$ cat config.mk
export PLATFORM = sky130hd
export DESIGN_NAME = sine_taylor_series_top
export DESIGN_NICKNAME = d
export VERILOG_FILES = /design/src/hdl/sts_pkg.sv /design/src/hdl/sine_taylor_series_top.sv /design/src/hdl/sts_mul.sv /design/src/hdl/sts_div.sv
export SDC_FILE = /design/constraint.sdc
export NUM_CORES = 1
export LEC_CHECK = 0
export ABC_CLOCK_PERIOD_IN_PS = 12300
export BUFFER_PORTS_ARGS = -buffer_cell sky130_fd_sc_hd__buf_2
export CORE_MARGIN = 8
export CORE_UTILIZATION = 40
export CTS_BUF_LIST = sky130_fd_sc_hd__clkbuf_4 sky130_fd_sc_hd__clkbuf_8 sky130_fd_sc_hd__clkbuf_16
export DETAILED_ROUTE_END_ITERATION = 8
export GPL_ROUTABILITY_DRIVEN = 0
export HOLD_SLACK_MARGIN = 0.1
export SETUP_SLACK_MARGIN = 0.02
export SYNTH_ARGS = -nofsm -noshare
export SYNTH_HDL_FRONTEND = slang
export SYNTH_SLANG_ARGS = --single-unit
$ cat constraint.sdc
create_clock -name clk -period 12.3 [get_ports clk]
set_clock_uncertainty 0.2 [all_clocks]
set_input_delay 2.46 -clock clk [delete_from_list [all_inputs] [get_ports clk]]
set_output_delay 2.46 -clock clk [all_outputs]
set_load 0.01 [all_outputs]
$ cat src/hdl/sts_pkg.sv
// Shared types for the Taylor-series sine block: word structs, sequencer
// states and the status struct of the serial arithmetic units. No dependencies.
package sts_pkg;

  typedef struct packed {
    logic signed [27:0] x_value;
    logic [4:0]         term_count;
  } sts_in_t;

  typedef struct packed {
    logic signed [31:0] sine_value;
    logic               saturated;
  } sts_out_t;

  typedef struct packed {
    logic busy;
    logic done;
  } unit_stat_t;

  typedef enum logic [2:0] {
    ST_IDLE,
    ST_SQR,
    ST_TSTART,
    ST_TMUL,
    ST_TDIV,
    ST_FIN
  } sts_state_t;

endpackage

$ cat src/hdl/sine_taylor_series_top.sv
// Top level of the Taylor-series sine block: sequencer, term and sum
// registers, output register. Depends on sts_pkg, sts_mul and sts_div.
//
// Usage:
//   Input channel (in_valid/in_stall/in_word) takes one word: angle x in
//   signed fixed point (clamped to +/-4.0) and term count n (clamped to
//   MAX_TERMS). Output channel (out_valid/out_stall/out_word) returns one
//   word per input: the series sum saturated to 32 bits plus a clip flag.
//   One item is in work at a time; in_stall is high from acceptance until
//   the result is loaded into the output register.
//   Each item squares x on the serial multiplier, then per term runs the
//   multiplier and then the serial divider, then loads the output register.
//   TW = FRAC_BITS+5 is the multiplier operand width and QW = FRAC_BITS+10
//   the divider quotient width. The single shared multiplier and divider
//   work one bit per cycle.
//   The output register holds a finished word while out_stall is high; a
//   new item is accepted meanwhile and only its final load waits.
//   Reset (rst_n low, synchronous) drops any item in work and the output.
module sine_taylor_series_top import sts_pkg::*; #(
  parameter int MAX_TERMS = 16,
  parameter int FRAC_BITS = 24
) (
  input  logic     clk,
  input  logic     rst_n,
  input  logic     in_valid,
  output logic     in_stall,
  input  sts_in_t  in_word,
  output logic     out_valid,
  input  logic     out_stall,
  output sts_out_t out_word
);

  localparam int TW = FRAC_BITS + 5;
  localparam int PW = 2 * TW;
  localparam int QW = PW - FRAC_BITS;
  localparam int SW = (FRAC_BITS + 8 > 34) ? FRAC_BITS + 8 : 34;
  localparam int NW = $clog2(MAX_TERMS + 1);
  localparam int DW = $clog2(2 * MAX_TERMS * (2 * MAX_TERMS + 1) + 1);
  localparam logic signed [SW-1:0] LIMIT   = SW'(64'd4 << FRAC_BITS);
  localparam logic signed [SW-1:0] SAT_MAX = SW'(64'h7FFF_FFFF);
  localparam logic signed [SW-1:0] SAT_MIN = -SW'(64'h8000_0000);

  sts_state_t state_r, state_nxt;

  logic [TW-1:0]        x2_r,  x2_nxt;
  logic [TW-1:0]        mag_r, mag_nxt;
  logic                 neg_r, neg_nxt;
  logic signed [SW-1:0] sum_r, sum_nxt;
  logic [NW-1:0]        j_r,   j_nxt;
  logic [NW-1:0]        n_r,   n_nxt;
  logic [DW-1:0]        d_r,   d_nxt;
  logic                 out_valid_r;
  sts_out_t             out_word_r;
  logic                 out_load;

  logic                 mul_start;
  logic [TW-1:0]        mul_a, mul_b;
  logic [PW-1:0]        mul_prod;
  unit_stat_t           mul_stat;
  logic                 div_start;
  logic [QW-1:0]        div_dividend;
  logic [QW-1:0]        div_quot;
  unit_stat_t           div_stat;

  logic signed [SW-1:0] x_ext, x_clamp, x_abs;
  logic                 prod_rest;

  sts_mul #(.W(TW)) u_mul (
    .clk   (clk),
    .rst_n (rst_n),
    .start (mul_start),
    .a     (mul_a),
    .b     (mul_b),
    .stat  (mul_stat),
    .prod  (mul_prod)
  );

  sts_div #(.QW(QW), .DW(DW)) u_div (
    .clk      (clk),
    .rst_n    (rst_n),
    .start    (div_start),
    .dividend (div_dividend),
    .divisor  (d_r),
    .stat     (div_stat),
    .quotient (div_quot)
  );

  // Clamp the incoming angle to +/-4.0 and take its magnitude.
  always_comb begin
    x_ext = SW'(in_word.x_value);
    priority if (x_ext > LIMIT) begin
      x_clamp = LIMIT;
    end else if (x_ext < -LIMIT) begin
      x_clamp = -LIMIT;
    end else begin
      x_clamp = x_ext;
    end
    x_abs = (x_clamp < 0) ? -x_clamp : x_clamp;
  end

  // Bits shifted out of the product decide the floor of a negative term.
  assign prod_rest    = |mul_prod[FRAC_BITS-1:0];
  assign div_dividend = mul_prod[PW-1:FRAC_BITS] + QW'(neg_r & prod_rest);

  always_ff @(posedge clk) begin
    if (!rst_n) begin
      state_r     <= ST_IDLE;
      out_valid_r <= 1'b0;
    end else begin
      state_r <= state_nxt;
      if (out_load) begin
        out_valid_r <= 1'b1;
      end else if (!out_stall) begin
        out_valid_r <= 1'b0;
      end
    end
  end

  always_ff @(posedge clk) begin
    x2_r  <= x2_nxt;
    mag_r <= mag_nxt;
    neg_r <= neg_nxt;
    sum_r <= sum_nxt;
    j_r   <= j_nxt;
    n_r   <= n_nxt;
    d_r   <= d_nxt;
    if (out_load) begin
      priority if (sum_r > SAT_MAX) begin
        out_word_r.sine_value <= 32'sh7FFF_FFFF;
        out_word_r.saturated  <= 1'b1;
      end else if (sum_r < SAT_MIN) begin
        out_word_r.sine_value <= 32'sh8000_0000;
        out_word_r.saturated  <= 1'b1;
      end else begin
        out_word_r.sine_value <= sum_r[31:0];
        out_word_r.saturated  <= 1'b0;
      end
    end
  end

  // Sequencer: square x, then per term multiply by x2 and divide by (2j)(2j+1).
  always_comb begin
    state_nxt = state_r;
    x2_nxt    = x2_r;
    mag_nxt   = mag_r;
    neg_nxt   = neg_r;
    sum_nxt   = sum_r;
    j_nxt     = j_r;
    n_nxt     = n_r;
    d_nxt     = d_r;
    mul_start = 1'b0;
    mul_a     = mag_r;
    mul_b     = x2_r;
    div_start = 1'b0;
    out_load  = 1'b0;
    in_stall  = (state_r != ST_IDLE);
    unique case (state_r)
      ST_IDLE: begin
        if (in_valid) begin
          mag_nxt   = TW'(x_abs);
          neg_nxt   = (x_clamp < 0);
          sum_nxt   = x_clamp;
          j_nxt     = '0;
          d_nxt     = '0;
          if (int'(in_word.term_count) > MAX_TERMS) begin
            n_nxt = NW'(MAX_TERMS);
          end else begin
            n_nxt = NW'(in_word.term_count);
          end
          mul_start = 1'b1;
          mul_a     = TW'(x_abs);
          mul_b     = TW'(x_abs);
          state_nxt = ST_SQR;
        end
      end
      ST_SQR: begin
        if (mul_stat.done) begin
          x2_nxt    = mul_prod[FRAC_BITS +: TW];
          state_nxt = ST_TSTART;
        end
      end
      ST_TSTART: begin
        if (j_r == n_r) begin
          state_nxt = ST_FIN;
        end else begin
          // (2j)(2j+1) grows by 8j-2 from one term to the next.
          j_nxt     = j_r + NW'(1);
          d_nxt     = d_r + DW'(8 * (int'(j_r) + 1) - 2);
          mul_start = 1'b1;
          state_nxt = ST_TMUL;
        end
      end
      ST_TMUL: begin
        if (mul_stat.done) begin
          div_start = 1'b1;
          state_nxt = ST_TDIV;
        end
      end
      ST_TDIV: begin
        if (div_stat.done) begin
          mag_nxt   = TW'(div_quot);
          neg_nxt   = !neg_r && (div_quot != '0);
          sum_nxt   = neg_r ? sum_r + SW'(div_quot) : sum_r - SW'(div_quot);
          state_nxt = ST_TSTART;
        end
      end
      ST_FIN: begin
        if (!out_valid_r || !out_stall) begin
          out_load  = 1'b1;
          state_nxt = ST_IDLE;
        end
      end
      default: state_nxt = ST_IDLE;
    endcase
  end

  assign out_valid = out_valid_r;
  assign out_word  = out_word_r;

  a_units_exclusive: assert property (@(posedge clk) disable iff (!rst_n)
    !(mul_stat.busy && div_stat.busy))
    else $error("multiplier and divider busy together");

  a_idle_units_quiet: assert property (@(posedge clk) disable iff (!rst_n)
    (state_r == ST_IDLE) |-> (!mul_stat.busy && !div_stat.busy))
    else $error("arithmetic unit busy while idle");

  a_term_index_bound: assert property (@(posedge clk) disable iff (!rst_n)
    (state_r != ST_IDLE) |-> (j_r <= n_r))
    else $error("term index past term count");

  a_fin_waits_output: assert property (@(posedge clk) disable iff (!rst_n)
    (state_r == ST_FIN && out_valid_r && out_stall) |=> (state_r == ST_FIN))
    else $error("result load overran a held output word");

endmodule

$ cat src/hdl/sts_mul.sv
// Bit-serial shift-add multiplier, one multiplier bit per cycle.
// Depends on sts_pkg for the unit status struct.
module sts_mul import sts_pkg::*; #(
  parameter int W = 29
) (
  input  logic           clk,
  input  logic           rst_n,
  input  logic           start,
  input  logic [W-1:0]   a,
  input  logic [W-1:0]   b,
  output unit_stat_t     stat,
  output logic [2*W-1:0] prod
);

  localparam int CW = $clog2(W + 1);

  logic [2*W-1:0] acc_r;
  logic [2*W-1:0] sa_r;
  logic [W-1:0]   sb_r;
  logic [CW-1:0]  cnt_r;
  logic           busy_r;
  logic           done_r;

  always_ff @(posedge clk) begin
    if (!rst_n) begin
      busy_r <= 1'b0;
      done_r <= 1'b0;
    end else begin
      done_r <= 1'b0;
      if (start) begin
        busy_r <= 1'b1;
      end else if (busy_r && cnt_r == CW'(1)) begin
        busy_r <= 1'b0;
        done_r <= 1'b1;
      end
    end
  end

  always_ff @(posedge clk) begin
    if (start) begin
      acc_r <= '0;
      sa_r  <= {{W{1'b0}}, a};
      sb_r  <= b;
      cnt_r <= CW'(W);
    end else if (busy_r) begin
      if (sb_r[0]) begin
        acc_r <= acc_r + sa_r;
      end
      sa_r  <= {sa_r[2*W-2:0], 1'b0};
      sb_r  <= {1'b0, sb_r[W-1:1]};
      cnt_r <= cnt_r - CW'(1);
    end
  end

  assign prod      = acc_r;
  assign stat.busy = busy_r;
  assign stat.done = done_r;

endmodule

$ cat src/hdl/sts_div.sv
// Restoring divider, one quotient bit per cycle.
// Depends on sts_pkg for the unit status struct.
module sts_div import sts_pkg::*; #(
  parameter int QW = 34,
  parameter int DW = 13
) (
  input  logic          clk,
  input  logic          rst_n,
  input  logic          start,
  input  logic [QW-1:0] dividend,
  input  logic [DW-1:0] divisor,
  output unit_stat_t    stat,
  output logic [QW-1:0] quotient
);

  localparam int CW = $clog2(QW + 1);

  logic [DW-1:0] rem_r;
  logic [QW-1:0] quo_r;
  logic [DW-1:0] dv_r;
  logic [CW-1:0] cnt_r;
  logic          busy_r;
  logic          done_r;
  logic [DW:0]   trial;
  logic [DW:0]   diff;

  assign trial = {rem_r, quo_r[QW-1]};
  assign diff  = trial - {1'b0, dv_r};

  always_ff @(posedge clk) begin
    if (!rst_n) begin
      busy_r <= 1'b0;
      done_r <= 1'b0;
    end else begin
      done_r <= 1'b0;
      if (start) begin
        busy_r <= 1'b1;
      end else if (busy_r && cnt_r == CW'(1)) begin
        busy_r <= 1'b0;
        done_r <= 1'b1;
      end
    end
  end

  always_ff @(posedge clk) begin
    if (start) begin
      rem_r <= '0;
      quo_r <= dividend;
      dv_r  <= divisor;
      cnt_r <= CW'(QW);
    end else if (busy_r) begin
      if (!diff[DW]) begin
        rem_r <= diff[DW-1:0];
        quo_r <= {quo_r[QW-2:0], 1'b1};
      end else begin
        rem_r <= trial[DW-1:0];
        quo_r <= {quo_r[QW-2:0], 1'b0};
      end
      cnt_r <= cnt_r - CW'(1);
    end
  end

  assign quotient  = quo_r;
  assign stat.busy = busy_r;
  assign stat.done = done_r;

endmodule

After elaboration in Yosys (flattened, before gate mapping). Index checks and enable logic that the tools add are counted.

Flip-flop bits (word level): 367. Bits of input ports: 37. Output and inout port bits: 35. Word-level logic and storage cells: 138.

Add/subtract/negate cells: 12. Magnitude comparators: 6. Equal/unequal tests: 15. Mux-type cells: 53. Bitwise logic cells: 2. Reduce and logical (&&, ||, !) cells: 26.

Operators with widths (number): two-way mux 29 bit (10); two-way mux 34 bit (7); one-hot mux 34 bit (2 select lines) (1); adder 58 bit (1); one-hot mux 29 bit (2 select lines) (1); adder 34 x 1 -> 34 bit (1); adder 34 bit (1); greater-than comparator 34 x 32 -> 1 bit, second input constant (1); less-than comparator 34 x 1 -> 1 bit, second input constant (1); less-than comparator 34 x 32 -> 1 bit, second input constant (1); nonzero test 34 bit (1); subtractor 34 bit (1); two-way mux 11 bit (3); two-way mux 33 bit (1); negator 29 bit (1); greater-than comparator 28 bit, second input constant (1); less-than comparator 28 x 27 -> 1 bit, second input constant (1); OR reduction 24 bit (1); one-hot mux 11 bit (2 select lines) (1); two-way mux 3 bit (6); one-hot mux 3 bit (6 select lines) (1); two-way mux 1 bit (17); nonzero test 2 bit (6); subtractor 12 x 11 -> 12 bit (1); other kinds (29) (47).

Longest topological paths before layout. Gate-level depths: netlist of the first run.

Depth in word-level cells: 8. Depth in mapped cells: 22. Mapped depth without buffers: 21.

By module. A second synthesis of the first run with hierarchy kept.

Cells, all modules: 2443. Area, all modules: 23030.8 µm².

Modules (own cells, without submodules): sine_taylor_series_top (instances 1, cells an instance 1215, area each 10880.4 µm², sequential area each 4464.3 µm²); sts_mul (instances 1, cells an instance 963, area each 9003.6 µm², sequential area each 3623.5 µm²); sts_div (instances 1, cells an instance 265, area each 3146.8 µm², sequential area each 1731.7 µm²).

Worst setup path before layout of the first run. No wires, ideal clock.

Kind: input -> register. Start point: input in_word[7] (netlist name). End point: register u_mul.sb_r[24], data pin. Setup time: 0.261 ns. Arrival time: 5.265 ns. Data required time: 11.839 ns. Path slack: 6.574 ns. Cell stages on the path: 15. Buffers on the path: 2. Cells stage by stage: nor4_4 > nand4_2 > o41ai_4 > and2_4 > buf_4 > buf_4 > nand2_1 > ha_1 > a21boi_2 > nand4_1 > o21ai_1 > a21oi_1 > a2bb2oi_2 > nor2_1 > a221o_1.

Cells in the longest elaborated chain, start to end: 8. Elaborated cells on any way between the ends: 10. Those cells by class: 1 x add/sub; 3 x order compare; 6 x mux.

Ends and longest elaborated chain: from (decl) (line sine_taylor_series_top.sv:27) `input sts_in_t in_word,`; less-than comparator 28 x 27 -> 1 bit (line sine_taylor_series_top.sv:93) `end else if (x_ext < -LIMIT) begin`; two-way mux 34 bit (line sine_taylor_series_top.sv:93); two-way mux 34 bit (*) (line sine_taylor_series_top.sv:91) `priority if (x_ext > LIMIT) begin`; negator 29 bit / less-than comparator 34 x 1 -> 1 bit (equally long branches) (line sine_taylor_series_top.sv:98) `x_abs = (x_clamp < 0) ? -x_clamp : x_clamp;`; two-way mux 29 bit (*) (line sine_taylor_series_top.sv:98); two-way mux 29 bit (*) (line sine_taylor_series_top.sv:159) `if (in_valid) begin`; two-way mux 29 bit (*) (line sine_taylor_series_top.sv:157) `unique case (state_r)`; two-way mux 29 bit (*) (line sts_mul.sv:40) `if (start) begin`; to (signal assigned) (line sts_mul.sv:50) `sb_r <= {1'b0, sb_r[W-1:1]};`; to (decl) (line sts_mul.sv:19) `logic [W-1:0] sb_r;`.

Every way passes the cells marked *; elsewhere a longest branch is shown, timed or not. A chain may end at the register's enable or synchronous reset.

Worst setup path after layout of the first run.
Start point: input in_valid. End point: register u_mul.sa_r[26], data pin.

Cells in the longest elaborated chain, start to end: 3. Elaborated cells on any way between the ends: 5. Those cells by class: 5 x mux.

Ends and longest elaborated chain: from (decl) (line sine_taylor_series_top.sv:25) `input logic in_valid,`; two-way mux 1 bit / two-way mux 29 bit (equally long branches); one-hot mux 1 bit (2 select lines) / two-way mux 29 bit (equally long branches) (line sine_taylor_series_top.sv:157); two-way mux 29 bit (*) (line sts_mul.sv:40); to (signal assigned) (line sts_mul.sv:42) `sa_r <= {{W{1'b0}}, a};`; to (signal assigned) (line sts_mul.sv:49) `sa_r <= {sa_r[2*W-2:0], 1'b0};`; to (decl) (line sts_mul.sv:18) `logic [2*W-1:0] sa_r;`.

Marked as above.

==> results of run 1 <==
==> synth_stat cells, types with 5 or more instances <==
| cell | n | area share |
|---|---|---|
| ha_1 | 118 | 0.066 |
| nand3_1 | 67 | 0.015 |
| xnor2_1 | 84 | 0.033 |
| a21oi_1 | 174 | 0.039 |
| xor2_1 | 98 | 0.039 |
| edfxtp_1 | 248 | 0.33 |
| nand2b_1 | 20 | 0.0056 |
| nand3b_1 | 6 | 0.0020 |
| dfxtp_1 | 117 | 0.11 |
| a221o_1 | 7 | 0.0031 |
| o31a_1 | 10 | 0.0039 |
| nand4_1 | 25 | 0.0070 |
| or3_1 | 9 | 0.0025 |
| a21o_1 | 67 | 0.023 |
| nand2_1 | 367 | 0.062 |
| o21bai_1 | 20 | 0.0067 |
| o31ai_1 | 17 | 0.0057 |
| clkbuf_1 | 107 | 0.018 |
| a21boi_0 | 10 | 0.0034 |
| o21a_1 | 23 | 0.0077 |
| mux2i_1 | 49 | 0.022 |
| nor2_1 | 261 | 0.044 |
| and2_1 | 12 | 0.0034 |
| o21ai_1 | 9 | 0.0020 |
| buf_2 | 9 | 0.0020 |
| nor2b_1 | 26 | 0.0073 |
| a31oi_1 | 40 | 0.011 |
| or4_1 | 7 | 0.0024 |
| a22oi_1 | 6 | 0.0020 |
| nor4_1 | 19 | 0.0053 |
| a211oi_1 | 36 | 0.012 |
| buf_1 | 12 | 0.0020 |
| nor3_1 | 50 | 0.011 |
| inv_1 | 60 | 0.010 |
| o21ai_0 | 177 | 0.040 |
| or2_2 | 7 | 0.0020 |
| o211ai_1 | 7 | 0.0024 |
| o22ai_1 | 5 | 0.0014 |
| and3_1 | 18 | 0.0051 |
==> final cells by class <==
cell class	count	area (µm²)	share of cell area
multi-input cells	1913	11800	0.479
clock inverters	20	123	0.00498
repair buffers	90	498	0.0202
clock buffers	57	1260	0.0513
well taps	748	936	0.0380
flip-flops and latches	365	9790	0.397
inverters	61	230	0.00934
==> through the flow <==
step            util  area [µm²]  hold WS [ns]  power [µW]
3_5_place_dp   0.422       23300         0.242        2170
4_1_cts        0.447       24600         0.254        3430
3_3_place_gp   0.422       23300         0.235        2150
6_report       0.447       24600         0.252        3410
2_1_floorplan      -       22300         0.231        1980
5_1_grt        0.447       24600         0.276        3570
==> placed cells by master (no fill, tap or decap), types with 25 or more instances in the layout <==
cell type | netlist | final
xor2_1 | 98 | 98
a21o_1 | 67 | 67
buf_2 | 9 | 71
a211oi_1 | 36 | 36
nand4_1 | 25 | 25
ha_1 | 118 | 118
nor2b_1 | 26 | 26
xnor2_1 | 84 | 84
nand2_1 | 367 | 367
nand3_1 | 67 | 66
mux2i_1 | 49 | 49
o21ai_0 | 177 | 177
nor3_1 | 50 | 50
clkbuf_16 | 0 | 46
a31oi_1 | 40 | 39
edfxtp_1 | 248 | 248
inv_1 | 60 | 59
nor2_1 | 261 | 259
dfxtp_1 | 117 | 116
a21oi_1 | 174 | 173
==> registers in the layout (all words and copies together) (netlist names), 3 cells and up <==
register        count
u_div.rem_r        11
n_r                 5
u_div.quotient     34
mag_r              29
d_r                10
out_word           33
u_div.cnt_r         6
x2_r               29
u_div.dv_r         10
u_mul.sb_r         29
sum_r              34
j_r                 5
u_mul.prod         58
u_mul.sa_r         58
state_r             3
u_mul.cnt_r         5
==> cells by family (layout without fill, tap and decap cells) <==
family	count (synthesis)	after routing	synth area share
and+or+nand+nor	907	907	0.182
AOI/OAI and AO/OA	653	653	0.183
DFF	365	365	0.439
buffers and inverters	191	228	0.0330
xor gates and xnor gates	182	182	0.0715
adders and majority gates	120	120	0.0681
muxes	51	51	0.0230
==> routing by layer <==
metal	part of all wire	vias to the layer above
met5	0	-
met4	0.020	0
met2	0.44	600
li1	-	8893
met1	0.47	8631
met3	0.074	82
==> worst max path at each step <==
stage	start	end	slack (ns)	cells past startpoint
2_1_floorplan	in_word[7]	u_mul.sb_r[24]	6.57	15
3_3_place_gp	in_valid	u_mul.sb_r[26]	5.02	9
3_5_place_dp	in_valid	u_mul.sa_r[26]	4.88	9
4_1_cts	in_valid	u_mul.sa_r[26]	5.49	9
5_1_grt	in_valid	u_mul.prod[53]	5.02	10
6_report	in_valid	u_mul.sa_r[26]	5.46	9
==> report_power, final <==
part / leakage [µW] / internal (µW) / switching, µW
sequential: 0.00333 / 1420 / 83.1
combinational: 0.00568 / 255 / 401
clock: 0.000695 / 741 / 516
==> results by group, run 1 <==
STA
  – Final setup vio count: 0
  – Final Cycle Share: 0.556
  – RSZ-0062 raised after global routing: false
  – Slew Viols, Final: 0
  – Setup TNS: 0 ns
  – Post-route setup slack: 5.46 ns
  – Final Hold Fails: 0
  – Relative slew slack: 0.211
  – Actual slew at the worst max-slew pin: 1.18 ns
  – Final min period: 6.84 ns
  – Max Clock Freq: 146 MHz

Hold path
  – Worst Hold Path Cells: 0
  – Worst hold path class: flop to flop
  – Hold endpoint: u_div.dv_r[3]
  – Min-delay src: d_r[3]

Drt
  – Final ANT Viol Nets: 0
  – Vias per Instance: 5.59
  – Final wirelength: 60.3 mm
  – TritonRoute pass-1 iters: 5
  – DR iter-0 viols: 1530
  – Drt drc: 0
  – DR vias: 18.2k
  – Wire per inst: 18.5 µm

Global route
  – Largest net degree at the start of global routing: 76
  – Vias in the first global route: 17.2k
  – Met1 Resource Use GR: 0.264
  – Initial antenna violation count: 0
  – Met2 GRT Util: 0.287
  – Met3 Use GR: 0.0320
  – First-pass GRT wire length: 95.1 mm
  – Busiest grt layer: met2
  – Aggregate global routing overflow: 0
  – Total global routing track utilization: 0.184

Clocking
  – H-tree depth: 2
  – Root buf cell: clkbuf_16
  – Postcts setup bufs: 0
  – CTS buffer count: 42
  – Clock latency on the worst-skew pair: 0.56 ns
  – CTS tree: built
  – Hold-fix buffer count after cts: 0
  – Clk pin slew, worst setup/hold paths: 0.06 ns
  – CTS Sinks: 365
  – Clk buf depth: 3
  – Post-CTS Resized: 0

Logic synthesis
  – Synth Area per Inst: 9.02 µm²
  – Post-synthesis cell count: 2469
  – YS warnings: 0
  – Seq/Total Area, Yosys: 0.439
  – FF+latch count, synth: 365
  – Synth Cell Area: 22300 µm²
  – Top FF cell, synth: edfxtp_1
  – EDFF count, synth: 248
  – Netlist cell types: 77
  – Async SR Flop Fraction: 0
  – Syn nets: 2626

Setup path
  – WP data required: 12.41 ns
  – Crit path cell chain: buf_2, inv_1, or2_2, inv_1, nor2_2, buf_4, clkinv_2, buf_4, o22a_1
  – CP Launch Type: input port
  – Setup CP Type: input port to flop
  – Bufs and invs on worst path: 6
  – Worst r2r src: u_div.quotient[9]
  – Top cell family by delay on the critical path: buffers and inverters
  – Endpoint class of the critical path: flop
  – Worst EP arrival: 6.95 ns
  – Worst r2r dst: sum_r[33]
  – Worst R2R Path Depth: 20
  – Crit-path max cell delay: 0.85 ns
  – CP max stage cell: or2_2
  – Reg2reg setup slack: 7.06 ns
  – CP max FO: 53

Place
  – Number of port buffers: 71
  – HPWL after DPL: 44.2 mm
  – Dpl cells: 3177
  – DP Worst Slack: 4.88 ns

Floorplanning
  – # IOs: 72
  – Die Ht: 252 µm
  – Die W: 252 µm
  – Row cnt: 86
  – Placeable Area: 55100 µm²
  – Die ar.: 63500 µm²
  – Starting density of the core: 0.404

Job
  – Max-capacitance violation count: 0

Layout
  – Final #Nets: 2630
  – Diode count: 0
  – Final Non-Filler Cells: 3254
  – Layout cells sized above 1: 0.0798
  – Area grow syn2layout: 10.6%
  – Fill cells: 5316

Run status
  – Status: complete, no violations

Pwr
  – P per Cell Area: 138 nW/µm²
  – Maximum VDD drop: 0.0749 mV
  – Pleak: 0.00971 µW
(Power assumes the default switching activity.)
==> inputs of run 2 (changes only) <==
Settings changed: ABC_CLOCK_PERIOD_IN_PS 12300 to 5900.
Clock period 12.3 ns to 5.9 ns, I/O delays scaled along.
==> run 2 against run 1 <==
Against the previous run:
- combinational power is 110% higher
- die area unchanged
- via count is 0.12% higher
- final cell count up 0.25%
- first-iteration DRC count decreased by 1.9%
- sequential power rose by 110%
- wire length increased by 1.3%
- count of clock-buffer cells in the layout fell by 3
- largest power group unchanged
==> results by group, run 2 (same netlist as run 1, synthesis figures left out) <==
STA
  – Slew Viols, Final: 0 (unchanged)
  – Final Cycle Share: 0.865
  – Relative slew slack: 0.236 (+0.0250)
  – Final min period: 5.10 ns
  – Max Clock Freq: 196 MHz
  – RSZ-0062 raised after global routing: false
  – Final Hold Fails: 0 (unchanged)
  – Final setup vio count: 0 (unchanged)
  – Actual slew at the worst max-slew pin: 1.14 ns (-0.0387 ns)
  – Setup TNS: 0 ns (unchanged)

Layout
  – Layout cells sized above 1: 0.0843 (+0.00452)
  – Commonest non-fill, non-tap cell in the layout: nand2_1
  – Final Util: 0.451 (+0.00363)
  – Diode count: 0 (unchanged)
  – Final #Nets: 2637 (+0.27%)
  – Area grow syn2layout: 11.5%
  – Fill cells: 5265 (-0.96%)
  – Commonest cells after routing, fill and taps aside: nand2_1, nor2_1, edfxtp_1, o21ai_0, a21oi_1

Pwr
  – Int Pwr: 5200 µW (+120%)
  – P per Cell Area: 295 nW/µm² (+110%)
  – Maximum VDD drop: 0.199 mV (+170%)
  – Sw Share: 0.290 (-0.00280)
  – Net load switching power: 2130 µW (+110%)
  – Power share of the combinational group: 0.189 (-0.003)
  – Pleak: 0.00979 µW (+0.88%)
  – Flop pwr share: 0.424 (-0.015)
  – Share of total power in the clock network: 0.387 (+0.019)

Clocking
  – Clk buf depth: 3 (unchanged)
  – CTS buffer count: 42 (unchanged)
  – Post-CTS Resized: 0 (unchanged)
  – Clk pin slew, worst setup/hold paths: 0.06 ns (about the same)
  – Root buf cell: clkbuf_16
  – Clock latency on the worst-skew pair: 0.59 ns (+0.03 ns)
  – Hold-fix buffer count after cts: 0 (unchanged)
  – CTS Sinks: 365 (unchanged)
  – CTS tree: built
  – Postcts setup bufs: 0 (unchanged)
  – H-tree depth: 2 (unchanged)

Drt
  – Routed wl met3: 4.01 mm (-9.7%)
  – Vias per Instance: 5.59 (-0.12%)
  – Drt drc: 0 (unchanged)
  – Wire per inst: 18.7 µm (+1.0%)
  – Met2 Routed Length: 28.0 mm (+6.0%)
  – DRT met1 WL: 27.5 mm (-2.9%)
  – Final wirelength: 61.1 mm (+1.3%)
  – Final ANT Viol Nets: 0 (unchanged)
  – DR vias: 18.2k (+0.12%)
  – DR iter-0 viols: 1501 (-1.9%)
  – Top routing layer in use: met4
  – TritonRoute pass-1 iters: 5 (unchanged)

Global route
  – Largest net degree at the start of global routing: 68 (-11%)
  – Total global routing track utilization: 0.186 (+0.00123)
  – Aggregate global routing overflow: 0 (unchanged)
  – First-pass GRT wire length: 95.3 mm (+0.18%)
  – Vias in the first global route: 17.2k (+0.31%)
  – Initial antenna violation count: 0 (unchanged)

Setup path
  – Top cell family by delay on the critical path: compound AO/OA/AOI/OAI gates
  – CP Launch Point: u_div.quotient[9]
  – CP Launch Type: flop
  – CP max FO: 7 (-87%)
  – Endpoint class of the critical path: flop
  – Crit path cell chain: nor3_1, nand2_1, nor4_1, nand2_1, nor2_1, and2_1, a21oi_1, xor2_1, ha_1, a21o_1, a21o_1, a21o_1, a21o_1, a21oi_1, o31ai_1, and3_1, a311oi_1, a21oi_1, xnor2_1, a21oi_1
  – CP max stage cell: edfxtp_1
  – Worst r2r src: u_div.quotient[9]
  – Crit-path max cell delay: 0.45 ns (-0.40 ns)
  – Worst EP arrival: 5.21 ns (-1.74 ns)
  – Bufs and invs on worst path: 0 (-6)
  – Setup CP Type: flop to flop
  – WP data required: 6.01 ns (-6.40 ns)

Floorplanning
  – Die W: 252 µm (unchanged)
  – Die Ht: 252 µm (unchanged)
  – Starting density of the core: 0.404 (unchanged)
  – Row cnt: 86 (unchanged)
  – # IOs: 72 (unchanged)
  – Die ar.: 63500 µm² (unchanged)
  – Placeable Area: 55100 µm² (unchanged)

Job
  – Max-capacitance violation count: 0 (unchanged)

Run status
  – Status: complete, no violations

Place
  – Number of port buffers: 71 (unchanged)
  – HPWL after DPL: 44.9 mm (+1.5%)

Hold path
  – Worst hold path class: flop to flop
  – Min-delay src: d_r[4]
-- run 2: cell type report --
| cell class | count | area [µm²] | share of cell area |
|---|---|---|---|
| Sequential cell | 365 | 9790 | 0.394 |
| Timing Repair Buffer | 97 | 576 | 0.0232 |
| Inverter | 61 | 230 | 0.00927 |
| Multi-Input combinational cell | 1913 | 11800 | 0.475 |
| Clock buffer | 54 | 1210 | 0.0486 |
| Tap cell | 748 | 936 | 0.0377 |
| Clock inverter | 24 | 302 | 0.0121 |
-- run 2: worst paths after layout --
kind | to | slack [ns] | cells past startpoint
setup / recovery | sum_r[33] | 0.80 | 20
hold / removal | u_div.dv_r[4] | 0.26 | 0
hold reg to reg | u_div.dv_r[4] | 0.26 | 0
setup reg to reg | sum_r[33] | 0.80 | 20
-- run 2: per-stage QoR --
step                      power [µW]  cell area (µm²)  setup WS, ns  hold slack (ns)  cells
final                           7330            24800         0.796            0.261   3262
after global routing            7650            24800         0.269            0.270   3262
after CTS                       7370            24800         0.805            0.264   3262
after floorplan                 4130            22300          1.40            0.231   2469
after global placement          4500            23300         0.867            0.248   3184
after detailed placement        4520            23300         0.866            0.250   3184
-- run 2: power by group through the flow --
stage	registers [µW]	logic [µW]	clock network [µW]
after CTS	3110	1370	2890
after floorplan	3080	1050	0
after detailed placement	3160	1370	0
final	3110	1380	2840
after global routing	3130	1530	2990
after global placement	3160	1340	0
-- run 2: metal layers --
layer | GRT usage | vias to the layer above
met1 | 0.247 | 8652
met2 | 0.308 | 553
met3 | 0.0299 | 115
met4 | 0.0554 | 0
met5 | 0 | -
li1 | - | 8908
==> inputs of run 3 (changes only) <==
Settings changed: RECOVER_POWER from default to 50.
==> run 3 against run 2 <==
Against the previous run:
- utilization fell by 0.21 points
- sequential cell count stayed put
- count of clock-buffer cells in the layout unchanged
- the flow now finishes with violations (max-capacitance violations, max-slew violations)
- worst setup slack lost 0.031 ns
- first-iteration DRC count down 6.9%
- critical path type unchanged
- sequential power is essentially flat
- total power about the same
- cell area shrank 0.47%
- sequential share of layout area grew 0.19 points
- non-clock buffer count is the same
- highest routed layer unchanged
- largest power group unchanged
==> results by group, run 3 (same netlist as run 1, synthesis figures left out) <==
Layout
  – Area grow syn2layout: 11.0%
  – Final #Nets: 2637 (unchanged)
  – Commonest non-fill, non-tap cell in the layout: nand2_1
  – Diode count: 0 (unchanged)
  – Commonest cells after routing, fill and taps aside: nand2_1, nor2_1, edfxtp_1, o21ai_0, a21oi_1
  – Layout cells sized above 1: 0.0636 (-0.0207)
  – Fill cells: 5313 (+0.91%)

Clocking
  – H-tree depth: 2 (unchanged)
  – Postcts setup bufs: 0 (unchanged)
  – Hold-fix buffer count after cts: 0 (unchanged)
  – CTS Sinks: 365 (unchanged)
  – CTS buffer count: 42 (unchanged)
  – Clock latency on the worst-skew pair: 0.59 ns (about the same)
  – Post-CTS Resized: 0 (unchanged)
  – Clk pin slew, worst setup/hold paths: 0.06 ns (about the same)
  – Clk buf depth: 3 (unchanged)
  – CTS tree: built
  – Root buf cell: clkbuf_16

STA
  – Final min period: 5.13 ns (+0.0309 ns)
  – Relative slew slack: -1.22 (-1.45)
  – Slew Viols, Final: 366 (+366)
  – Hold Slack: 0.261 ns (+0.00000100 ns)
  – Final Hold Fails: 0 (unchanged)
  – Max Clock Freq: 195 MHz (-0.60%)
  – Final Cycle Share: 0.870 (+0.00524)
  – Actual slew at the worst max-slew pin: 3.33 ns (+2.18 ns)
  – Final setup vio count: 0 (unchanged)
  – RSZ-0062 raised after global routing: false
  – Setup TNS: 0 ns (unchanged)

Pwr
  – Pleak: 0.00965 µW (-1.5%)
  – P per Cell Area: 297 nW/µm² (+0.50%)
  – Maximum VDD drop: 0.199 mV (about the same)

Global route
  – First-pass GRT wire length: 95.3 mm (unchanged)
  – Initial antenna violation count: 0 (unchanged)
  – Largest net degree at the start of global routing: 68 (unchanged)
  – Aggregate global routing overflow: 0 (unchanged)
  – Vias in the first global route: 17.2k (unchanged)
  – Total global routing track utilization: 0.186 (unchanged)

Setup path
  – WP data required: 5.98 ns (-0.03 ns)
  – Worst r2r dst: sum_r[33]
  – CP max FO: 7 (unchanged)
  – Reg2reg setup slack: 0.77 ns (-0.03 ns)
  – Setup CP Type: flop to flop
  – CP max stage cell: edfxtp_1
  – Endpoint class of the critical path: flop
  – Worst r2r src: u_div.quotient[4]
  – Crit-path max cell delay: 0.48 ns (+0.03 ns)
  – Crit path cell chain: or3_1, nor3_2, nand2_1, nor2_1, and2_1, a21oi_1, xor2_1, ha_1, a21o_1, a21o_1, a21o_1, a21o_1, a21oi_1, o31ai_1, and3_1, a311oi_1, a21oi_1, xnor2_1, a21oi_1
  – Worst R2R Path Depth: 19 (-5.0%)
  – CP Launch Type: flop
  – Worst EP arrival: 5.21 ns (about the same)

Floorplanning
  – Die Ht: 252 µm (unchanged)
  – # IOs: 72 (unchanged)
  – Starting density of the core: 0.404 (unchanged)
  – Row cnt: 86 (unchanged)
  – Die ar.: 63500 µm² (unchanged)
  – Die W: 252 µm (unchanged)
  – Placeable Area: 55100 µm² (unchanged)

Drt
  – Drt drc: 0 (unchanged)
  – TritonRoute pass-1 iters: 7 (+2)
  – Final wirelength: 61.2 mm (+0.13%)
  – Wire per inst: 18.7 µm (+0.13%)
  – DR vias: 18.3k (+0.46%)
  – DR iter-0 viols: 1397 (-6.9%)
  – Vias per Instance: 5.61 (+0.46%)
  – Final ANT Viol Nets: 0 (unchanged)

Run status
  – Status: complete, but fails checks
  – Failing checks: max-capacitance violations, max-slew violations

Place
  – HPWL after DPL: 44.9 mm (unchanged)
  – Number of port buffers: 71 (unchanged)

Hold path
  – Hold endpoint: u_div.dv_r[4]
  – Worst hold path class: flop to flop
  – Worst Hold Path Cells: 0 (unchanged)
  – Min-delay src: d_r[4]

Job
  – Max-capacitance violation count: 9 (+9)
[run 3: worst max-delay path, delay by kind of cell (launching register included)]
family	cells	cell delay, ns
flip-flops	1	0.48
adder cells (fa/ha/maj)	1	0.38
AND/OR/NAND/NOR	6	1.68
XOR/XNOR	2	0.33
AO/OA/AOI/OAI	10	1.73
[run 3: area by class of cell]
type                            instances  area [µm²]  share of cell area
Timing Repair Buffer                   97         494              0.0200
Clock buffer                           54        1210              0.0488
Multi-Input combinational cell       1913       11800               0.476
Clock inverter                         24         302              0.0122
Tap cell                              748         936              0.0379
Inverter                               61         230             0.00931
Sequential cell                       365        9790               0.396
[run 3: worst max path at each step]
| stage | slack (ns) | startpoint | cells after the start | to |
|---|---|---|---|---|
| 6_report | 0.77 | u_div.quotient[4] | 19 | sum_r[33] |
| 5_1_grt | 0.23 | u_div.quotient[8] | 20 | sum_r[33] |
| 4_1_cts | 0.81 | u_div.quotient[4] | 19 | sum_r[33] |
| 3_5_place_dp | 0.87 | u_div.quotient[4] | 19 | sum_r[33] |
| 3_3_place_gp | 0.87 | u_div.quotient[8] | 20 | sum_r[33] |
| 2_1_floorplan | 1.40 | state_r[0] | 4 | neg_r |
[run 3: report_power, final]
group	leakage, µW	internal [µW]	switching, µW
Sequential	0.00333	2950	159
Clock	0.000738	1720	1120
Combinational	0.00558	533	847
[run 3: per-layer routing]
| layer | track usage | up-vias | part of all wire |
|---|---|---|---|
| met5 | 0 | - | 0 |
| met4 | 0.0554 | 0 | 0.026 |
| met3 | 0.0299 | 106 | 0.064 |
| met2 | 0.308 | 566 | 0.46 |
| met1 | 0.247 | 8731 | 0.45 |
| li1 | - | 8909 | - |
[run 3: stage by stage]
stage / utilization / cell area, µm² / cells / worst slack [ns] / power (µW)
floorplan: - / 22300 / 2469 / 1.40 / 4130
global placement: 0.424 / 23300 / 3184 / 0.867 / 4500
detailed placement: 0.424 / 23300 / 3184 / 0.866 / 4520
CTS: 0.451 / 24800 / 3262 / 0.805 / 7370
global route: 0.449 / 24700 / 3262 / 0.226 / 7650
finish: 0.449 / 24700 / 3262 / 0.765 / 7330
